File: src/rcr_pkg.sv
// Shared types, constants and pointer helpers for the reorder buffer commit ring.
// Used by rcr_head_cache, rcr_ctrl and reorder_buffer_commit_ring. No dependencies.
package rcr_pkg;

  localparam int RING_DEPTH = 16;
  localparam int PTR_W     = (RING_DEPTH > 1) ? $clog2(RING_DEPTH) : 1;
  localparam int CNT_W     = $clog2(RING_DEPTH + 1);
  localparam int REG_W     = 7;
  localparam int LREG_W    = 5;
  localparam int IDX_W     = 4;
  localparam int SLOT_W    = 4;
  localparam int OCC_W     = 5;
  localparam int OP_W      = 2;
  localparam int IN_DATA_W  = 32;
  localparam int IN_USER_W  = 8;
  localparam int OUT_DATA_W = 32;

  localparam logic [REG_W-1:0] NONE_REG = REG_W'(99);

  typedef logic [PTR_W-1:0] ptr_t;
  typedef logic [CNT_W-1:0] cnt_t;
  typedef logic [REG_W-1:0] reg_t;

  typedef enum logic [OP_W-1:0] {
    OP_ALLOC = 2'd0,
    OP_MARK  = 2'd1,
    OP_TICK  = 2'd2
  } op_t;

  // Input beat as seen by the control block
  typedef struct packed {
    op_t              op;
    reg_t             old_dest_reg;
    logic             old_dest_valid;
    logic [IDX_W-1:0] entry_index;
    logic             head_reg_locked;
  } in_item_t;

  // Per-entry payload that commit needs back
  typedef struct packed {
    reg_t old_reg;
    logic old_valid;
  } entry_t;

  // Control -> head cache
  typedef struct packed {
    logic   we;
    ptr_t   waddr;
    entry_t wdata;
    logic   hit_head;
    logic   hit_next;
    logic   commit;
    ptr_t   head_next;
  } cache_ctl_t;

  // Head cache -> control
  typedef struct packed {
    entry_t cur;
    entry_t nxt;
  } head_view_t;

  // Control state exported for checks
  typedef struct packed {
    cnt_t                  count;
    ptr_t                  head;
    ptr_t                  tail;
    logic [RING_DEPTH-1:0] live;
  } ring_status_t;

  // Result beat, last member in the lowest bits
  typedef struct packed {
    logic [3:0]        pad;
    reg_t              head_old_reg;
    logic              is_empty;
    logic              is_full;
    logic [OCC_W-1:0]  occupancy;
    reg_t              free_reg;
    logic              free_valid;
    logic              committed;
    logic              accepted;
    logic [SLOT_W-1:0] alloc_slot;
  } result_t;

  function automatic ptr_t inc_ptr(input ptr_t p);
    if (int'(p) + 1 >= RING_DEPTH) begin
      return '0;
    end
    return p + PTR_W'(1);
  endfunction

endpackage

File: src/reorder_buffer_commit_ring.sv
// Reorder buffer commit ring: top level with stream handshake and result register.
// Depends on rcr_pkg, rcr_head_cache and rcr_ctrl.
//
// A circular reorder buffer of RING_DEPTH (16) entries. Each input beat carries
// one operation in s_tuser: allocate (stores the old destination mapping at
// the tail and returns the slot), mark executed (sets one entry's executed
// bit), or tick (retires the head when it is live and executed, and releases
// its old physical register unless that register is invalid, is the none code
// 99, or rename reports it locked). Exactly one result beat comes out per
// input beat, in order, registered on acceptance. The block takes one beat
// every cycle: all work is a single pass of pointer and bit updates between
// the ring state and the result register, and the head entry's payload comes
// from a small two-entry cache fed by a registered-read memory, so no read
// latency reaches the beat rate. s_tready drops only while a result waits and
// the sink holds m_tready low. The logical and physical destination fields
// are accepted but not stored, since no output ever reads them back.
module reorder_buffer_commit_ring (
  input  logic                           clk,
  input  logic                           rst,
  input  logic                           s_tvalid,
  output logic                           s_tready,
  // [4:0] logical_reg, [11:5] physical_reg, [18:12] old_dest_reg,
  // [19] old_dest_valid, [23:20] entry_index, [24] head_reg_locked, rest zero
  input  logic [rcr_pkg::IN_DATA_W-1:0]  s_tdata,
  // [1:0] op, rest zero
  input  logic [rcr_pkg::IN_USER_W-1:0]  s_tuser,
  output logic                           m_tvalid,
  input  logic                           m_tready,
  // [3:0] alloc_slot, [4] accepted, [5] committed, [6] free_valid,
  // [13:7] free_reg, [18:14] occupancy, [19] is_full, [20] is_empty,
  // [27:21] head_old_reg, rest zero
  output logic [rcr_pkg::OUT_DATA_W-1:0] m_tdata
);
  import rcr_pkg::*;

  logic         fire;
  in_item_t     item;
  cache_ctl_t   ctl;
  head_view_t   view;
  result_t      res;
  result_t      out_q;
  ring_status_t st;

  // Accept whenever the result register is empty or draining this cycle.
  assign s_tready = !m_tvalid || m_tready;
  assign fire     = s_tvalid && s_tready;

  // Unpack the beat; logical and physical destinations are dropped.
  assign item.op              = op_t'(s_tuser[OP_W-1:0]);
  assign item.old_dest_reg    = s_tdata[18:12];
  assign item.old_dest_valid  = s_tdata[19];
  assign item.entry_index     = s_tdata[23:20];
  assign item.head_reg_locked = s_tdata[24];

  rcr_ctrl u_ctrl (
    .clk  (clk),
    .rst  (rst),
    .fire (fire),
    .item (item),
    .view (view),
    .ctl  (ctl),
    .res  (res),
    .st   (st)
  );

  rcr_head_cache u_cache (
    .clk  (clk),
    .rst  (rst),
    .ctl  (ctl),
    .view (view)
  );

  // Result register: load on accept, hold while the sink stalls.
  always_ff @(posedge clk) begin
    if (rst) begin
      m_tvalid <= 1'b0;
    end else if (fire) begin
      m_tvalid <= 1'b1;
    end else if (m_tready) begin
      m_tvalid <= 1'b0;
    end
  end

  always_ff @(posedge clk) begin
    if (fire) begin
      out_q <= res;
    end
  end

  assign m_tdata = out_q;

  // Occupancy always matches the number of live entries.
  a_count_matches_live: assert property (@(posedge clk) disable iff (rst)
    $countones(st.live) == int'(st.count))
    else $error("occupancy does not match live entries");

  // An empty or full ring has head and tail at the same slot.
  a_ptrs_meet: assert property (@(posedge clk) disable iff (rst)
    (st.count == '0 || st.count == CNT_W'(RING_DEPTH)) |-> (st.head == st.tail))
    else $error("head and tail disagree on empty or full ring");

  // A register is released only by a commit.
  a_free_needs_commit: assert property (@(posedge clk) disable iff (rst)
    (m_tvalid && out_q.free_valid) |-> out_q.committed)
    else $error("register freed without commit");

  // A commit never happens on a ring that was empty.
  a_commit_not_empty: assert property (@(posedge clk) disable iff (rst)
    (fire && res.committed) |-> (st.count != '0))
    else $error("commit from an empty ring");

endmodule

File: src/rcr_head_cache.sv
// Entry payload memory plus a two-deep cache of the head and the entry after it.
// Depends on rcr_pkg.
module rcr_head_cache (
  input  logic               clk,
  input  logic               rst,
  input  rcr_pkg::cache_ctl_t ctl,
  output rcr_pkg::head_view_t view
);
  import rcr_pkg::*;

  entry_t mem [RING_DEPTH];
  entry_t rdata;
  entry_t byp_data;
  logic   byp;
  entry_t mem_eff;
  entry_t c0, c1;
  entry_t c0_next, c1_next;
  ptr_t   raddr;

  // Prefetch two past the new head; c1 refills from it on commit.
  always_comb begin
    raddr   = inc_ptr(inc_ptr(ctl.head_next));
    mem_eff = byp ? byp_data : rdata;
    c0_next = c0;
    c1_next = c1;
    if (ctl.commit) begin
      c0_next = c1;
      c1_next = mem_eff;
    end else if (ctl.we) begin
      if (ctl.hit_head) begin
        c0_next = ctl.wdata;
      end
      if (ctl.hit_next) begin
        c1_next = ctl.wdata;
      end
    end
  end

  assign view.cur = c0;
  assign view.nxt = c0_next;

  always_ff @(posedge clk) begin
    if (ctl.we) begin
      mem[ctl.waddr] <= ctl.wdata;
    end
    rdata    <= mem[raddr];
    byp_data <= ctl.wdata;
    c0       <= c0_next;
    c1       <= c1_next;
  end

  // Read returns old data on a same-address write; forward the write instead.
  always_ff @(posedge clk) begin
    if (rst) begin
      byp <= 1'b0;
    end else begin
      byp <= ctl.we && (ctl.waddr == raddr);
    end
  end

endmodule

File: src/rcr_ctrl.sv
// Ring pointers, live and executed bits, occupancy, and the per-beat result.
// Depends on rcr_pkg; drives rcr_head_cache through cache_ctl_t.
module rcr_ctrl (
  input  logic                  clk,
  input  logic                  rst,
  input  logic                  fire,
  input  rcr_pkg::in_item_t     item,
  input  rcr_pkg::head_view_t   view,
  output rcr_pkg::cache_ctl_t   ctl,
  output rcr_pkg::result_t      res,
  output rcr_pkg::ring_status_t st
);
  import rcr_pkg::*;

  ptr_t                  head, head_next;
  ptr_t                  tail, tail_next;
  cnt_t                  count, count_next;
  logic [RING_DEPTH-1:0] live, live_next;
  logic [RING_DEPTH-1:0] done, done_next;
  logic                  acc, com, fv;
  reg_t                  fr;

  always_comb begin
    head_next  = head;
    tail_next  = tail;
    count_next = count;
    live_next  = live;
    done_next  = done;
    acc        = 1'b0;
    com        = 1'b0;
    fv         = 1'b0;
    fr         = '0;
    ctl.we     = 1'b0;
    ctl.commit = 1'b0;
    if (fire) begin
      unique case (item.op)
        OP_ALLOC: begin
          if (count < CNT_W'(RING_DEPTH)) begin
            live_next[tail] = 1'b1;
            done_next[tail] = 1'b0;
            tail_next       = inc_ptr(tail);
            count_next      = count + CNT_W'(1);
            acc             = 1'b1;
            ctl.we          = 1'b1;
          end
        end
        OP_MARK: begin
          if (int'(item.entry_index) < RING_DEPTH) begin
            done_next[PTR_W'(item.entry_index)] = 1'b1;
          end
        end
        OP_TICK: begin
          if (live[head] && done[head]) begin
            if (view.cur.old_valid && (view.cur.old_reg != NONE_REG)
                && !item.head_reg_locked) begin
              fv = 1'b1;
              fr = view.cur.old_reg;
            end
            live_next[head] = 1'b0;
            head_next       = inc_ptr(head);
            if (count != '0) begin
              count_next = count - CNT_W'(1);
            end
            com        = 1'b1;
            ctl.commit = 1'b1;
          end
        end
        default: begin
        end
      endcase
    end
    ctl.waddr     = tail;
    ctl.wdata     = '{old_reg: item.old_dest_reg, old_valid: item.old_dest_valid};
    ctl.hit_head  = (tail == head);
    ctl.hit_next  = (tail == inc_ptr(head));
    ctl.head_next = head_next;
  end

  always_comb begin
    res              = '0;
    res.alloc_slot   = acc ? SLOT_W'(tail) : '0;
    res.accepted     = acc;
    res.committed    = com;
    res.free_valid   = fv;
    res.free_reg     = fr;
    res.occupancy    = OCC_W'(count_next);
    res.is_full      = (count_next == CNT_W'(RING_DEPTH));
    res.is_empty     = (count_next == '0);
    res.head_old_reg = live_next[head_next] ? view.nxt.old_reg : '0;
  end

  assign st.count = count;
  assign st.head  = head;
  assign st.tail  = tail;
  assign st.live  = live;

  always_ff @(posedge clk) begin
    if (rst) begin
      head  <= '0;
      tail  <= '0;
      count <= '0;
      live  <= '0;
      done  <= '0;
    end else begin
      head  <= head_next;
      tail  <= tail_next;
      count <= count_next;
      live  <= live_next;
      done  <= done_next;
    end
  end

endmodule
File: config.mk
export PLATFORM = sky130hd
export DESIGN_NAME = reorder_buffer_commit_ring
export DESIGN_NICKNAME = d
export VERILOG_FILES = /design/src/rcr_pkg.sv /design/src/reorder_buffer_commit_ring.sv /design/src/rcr_head_cache.sv /design/src/rcr_ctrl.sv
export SDC_FILE = /design/constraint.sdc
export NUM_CORES = 1
export LEC_CHECK = 0
export CORE_UTILIZATION = 35
export DETAILED_ROUTE_END_ITERATION = 16
export DONT_BUFFER_PORTS = 1
export GPL_TIMING_DRIVEN = 0
export PLACE_DENSITY_LB_ADDON = 0.25
export SLEW_MARGIN = 15
export SYNTH_ARGS = -nofsm -noshare
export SYNTH_HDL_FRONTEND = slang
export SYNTH_SLANG_ARGS = --single-unit
File: constraint.sdc
create_clock -name clk -period 6.6 [get_ports clk]
set_clock_uncertainty 0.05 [all_clocks]
set_input_delay 1.65 -clock clk [delete_from_list [all_inputs] [get_ports clk]]
set_output_delay 1.65 -clock clk [all_outputs]
set_load 0.02 [all_outputs]
==> summary by stage <==
Clock network
TritonCTS built the clock tree. After clock tree synthesis, the clock-pin slew on the worst setup and hold paths is 60 ps. Clock latency on the worst-skew pair, taken at its later pin, is 530 ps.

The cell at the root of the clock tree is clkbuf_16. In this run, CTS created clock tree buffers numbering 27. The longest clock path from root to sink contains 3 buffers. The TritonCTS sink count is 235. The number of H-tree levels is 1.

The count of hold-fix buffers inserted at cts is 0.

Status
The flow ran to the end, and the final reports show no timing, DRC or antenna violations.

Place
Once placement finished, the instance area stood at 10900 um2. At the end of routability-driven placement, the weighted congestion stood at 0.861. Buffers placed on the I/O ports in this run total 0. Timing analysis after detailed placement gives a worst setup slack of -693 ps. The HPWL after detailed placement is 19200 um.

Power
The clock network accounts for a little under half of the total power. The sequential group share of total power is 52.1%. The share of total power dissipated in combinational logic is 2.7%. The analysis attributes to net switching a power of 0.666 mW. The maximum resistive drop on vdd is 0.000190 V. In this run switching power makes up 21.2% of total power. In this run the power density over the cells is 267 nW/um2. The internal portion of the total power is 2.48 mW. Overall power consumption after layout is estimated at 3.14 mW.

The leakage power is 4.08 nW.

Logic synthesis
The synthesized netlist devotes 14.0% of its cell area to simple gates. The synthesized netlist devotes 1.32% of its cell area to adder and majority cells. In the synthesized netlist the dominant register cell turns out to be edfxtp_1. edfxtp_1 takes more of the synthesized area than any other cell. The mapped netlist covers 10400 um2.

The total of flip-flops plus latches after synthesis is about 240. In the synthesized netlist, mux cells make up 5.75% of the area. Synthesis produced 897 cells. After synthesis, the largest family of logic cells by area is simple AND/OR/NAND/NOR gates.

Summed over its instances, the top area cell type makes up between 40 and 50% of the synthesized netlist area. After synthesis, the netlist uses 68 different library cells. Of all flip-flops after synthesis, the portion carrying an async set or reset was 0%. After synthesis, the cell types taking the most area are edfxtp_1 48%, dfxtp_1 13%, mux2i_1 4.2%. The xor and xnor fraction of the mapped netlist area is 1.59%. After synthesis, the mean cell area works out to approximately 12 um2. Sequential cells were found to cover between 60% and 70% of the synthesized design area. The synthesized-area fraction occupied by ao, oa, aoi and oai cells is a little over an eighth. The synthesis warning total is 0. The synthesized design contains about 170 enable-type register cells.

Run
The total of max-cap violations is 0.

Routing
The number of nets still failing antenna checks after routing is 0. The mean routed wirelength per cell is 20.7 um. The number of detailed-route iterations in the first pass is 4. The number of violations reported at the end of detailed-routing iteration 0 is about 650. The detailed-route via count is 7243. After detailed routing, the number of vias per cell comes to 5.43.

Summed over all layers, the routed wires come to around 28000 um. In the routed design, unresolved DRC markers number 0.

Floorplan
During I/O placement, the number of pins put on the boundary was 78. The area of the core is 28900 um2. Measured along the x axis, the die boundary spans 174 um. Once the floorplan was initialized, standard cells occupied 35.9% of the core.

After floorplanning, the core was divided into 62 placement rows. The full die area is 30400 um2. The height of the chip is 174 um.

Global routing
The overall track demand over capacity in global routing is between 10% and 20%. The global-route track usage on met2 is 29.9%. The via count of the first global-routing pass was just over 7k. For this run, global-route usage on met1 was measured as 25.2%. Global routing finished with a remaining overflow of 0.

The met3 usage is 2.65%. The first global-routing pass estimated 42500 um of wire. Entering global routing, the biggest net connects 29 pins.

The number of antenna violations at the first check in global routing is 0. met2 is the most crowded layer.

Worst setup path
Across all register-to-register paths, the minimum setup slack is between 900 and 1000 ps. The signal on the critical path passes through clkbuf_1, nand2_1, nor2_4, o21ai_2, o22ai_2, inv_2, clkbuf_1, clkbuf_1, ha_1, clkbuf_1, clkinv_1, clkbuf_1, o31ai_1, a21oi_1, a2bb2oi_1, mux2i_1. The logic depth of the worst setup path including buffers is 16. The startpoint-to-endpoint class of the critical path is in2reg. The most critical setup path has its endpoint at u_cache.rdata[5]$_DFF_P_. The number of cells on the worst reg-to-reg path is 16. The cell family with the largest share of critical-path delay is buffers and inverters. The startpoint class of the critical path is an input pin. Of all nets on the critical path, the largest fanout is 10. Among the stages of the critical path, the cell type that occurs most often is clkbuf_1. The most critical setup path has its startpoint at s_tuser[1]. For this run, the slowest stage of the critical path takes 470 ps.

The nature of the critical path endpoint is a flop. The endpoint identified for the worst register-to-register timing path is u_cache.rdata[5]$_DFF_P_. The data required time of the worst path is 6950 ps. The number of buffers and inverters on the critical path is 7. The slowest library cell on the worst path is o22ai_2. The worst register-to-register path begins at u_ctrl.head[3]$_SDFF_PP0_. The data arrival time of the worst path is 6460 ps.

Timing
The hold violation total from the final report is 0. The final total negative setup slack is 0 ps. The actual transition at the worst max-transition pin is approximately 1100 ps. The total setup violations reported at the end of the flow is 0. In this run the tightest slew margin relative to its limit is 24.6%. Setup repair after global routing left no endpoint under its margin. The setup slack of the critical path after layout is 489 ps.

The final critical-path required period is 6110 ps. The fraction of the cycle the final worst path needs is slightly above 90%. The timing-limited maximum frequency is 0.164 GHz. The number of pins exceeding their max-slew limit in the final report is 0.

Layout
The share of the core filled with cells is 40.6%. The number of antenna repair diodes is 0. The share of final-layout standard cells stronger than drive strength 1 is 7.89%. The post-route standard cell area excluding fillers is 11800 um2. The number of nets in the layout is 984. From synthesis to final layout, the design area changed by 13.1%.

Min path
The path class of the tightest hold or removal check is reg2reg.
-- sequential cells by signal, summed over array words and instances (netlist names), 5 cells and up --
signal / flops
u_cache.view: 8
m_tdata: 28
u_cache.c1: 8
u_ctrl.done: 16
u_ctrl.count: 5
u_cache.rdata: 8
u_cache.byp_data: 8
u_ctrl.live: 16
u_cache.mem: 128
-- timing repair --
item,4_1_cts,5_1_grt
setup buffers,0,0
resized for setup,1,7
setup endpoints to repair,9,9
-- area by class of cell --
type                    count  area, um2
inverters                  21       78.8
plain buffers              55        236
multi-input cells         589       3760
clock buffers              34        712
clock inverters            16        131
fillers                  2722      17200
well taps                 384        480
flip-flops and latches    235       6360
-- per-stage QoR --
stage	std cells	hold WS [ps]
finish	1334	425
global route	1334	472
CTS	1334	433
detailed placement	1284	424
global placement	1284	413
floorplan	900	401
-- Yosys cell counts, types with 5 or more instances --
library cell / n
o22a_1: 9
dfxtp_1: 70
buf_2: 6
a21oi_1: 59
nor2_1: 86
nor2b_1: 24
nand4_1: 8
o221ai_1: 16
and3_1: 16
o21ai_0: 24
inv_1: 18
clkbuf_1: 42
xnor2_1: 10
buf_4: 5
nor3_1: 30
nand2_1: 82
nand3_1: 15
xor2_1: 7
a31oi_1: 29
a2bb2oi_1: 20
ha_1: 11
mux2i_1: 44
or3_1: 11
and2_1: 13
o31ai_1: 11
edfxtp_1: 165
-- metal layers --
metal / vias to the layer above / routed length, um
li1: 3405 / -
met1: 3575 / 12300
met2: 221 / 13100
met3: 42 / 1600
met4: 0 / 633
met5: - / 0
-- power groups by stage --
stage          clock network (mW)  logic (mW)  registers [mW]
6_report                     1.42      0.0836            1.64
5_1_grt                      1.50      0.0923            1.64
4_1_cts                      1.45      0.0822            1.64
3_5_place_dp                    0      0.0820            1.67
3_3_place_gp                    0      0.0807            1.67
2_1_floorplan                   0      0.0619            1.66
-- cell families after synthesis --
kind of cell | Yosys count
xor gates and xnor gates | 18
AOI/OAI and AO/OA | 200
muxes | 53
DFF | 235
and+or+nand+nor | 303
other | 1
adders and majority gates | 11
buffers and inverters | 76
-- how the worst min path moves through the flow --
stage	startpoint	to	slack (ps)	cells after the start
global placement	u_ctrl.done[14]$_SDFFE_PP0P_	u_ctrl.done[14]$_SDFFE_PP0P_	410	2
global route	u_ctrl.done[4]$_SDFFE_PP0P_	u_ctrl.done[4]$_SDFFE_PP0P_	470	2
floorplan	u_ctrl.done[14]$_SDFFE_PP0P_	u_ctrl.done[14]$_SDFFE_PP0P_	400	2
CTS	u_ctrl.done[14]$_SDFFE_PP0P_	u_ctrl.done[14]$_SDFFE_PP0P_	430	2
detailed placement	u_ctrl.done[14]$_SDFFE_PP0P_	u_ctrl.done[14]$_SDFFE_PP0P_	420	2
finish	u_ctrl.done[14]$_SDFFE_PP0P_	u_ctrl.done[14]$_SDFFE_PP0P_	430	2
-- cell usage in the layout, fill, tap and decap left out, drive strengths merged, types with 16 or more instances in the layout --
| cell | instances |
|---|---|
| o21ai | 27 |
| a21oi | 59 |
| a31oi | 29 |
| nor2b | 24 |
| o221ai | 17 |
| nor3 | 30 |
| a2bb2oi | 20 |
| nor2 | 86 |
| dfxtp | 70 |
| clkbuf | 76 |
| mux2i | 45 |
| and3 | 16 |
| nand2 | 83 |
| inv | 21 |
| edfxtp | 165 |
-- worst reg2reg max path: cells and delay by family, from the launching register on --
family                     cells  cell delay, ps
AOI/OAI and AO/OA              6            1820
buffers and inverters          7            2190
DFF                            1             380
adders and majority gates      1             360
muxes                          2             730
Note: power is estimated with default switching activity, not from simulation.
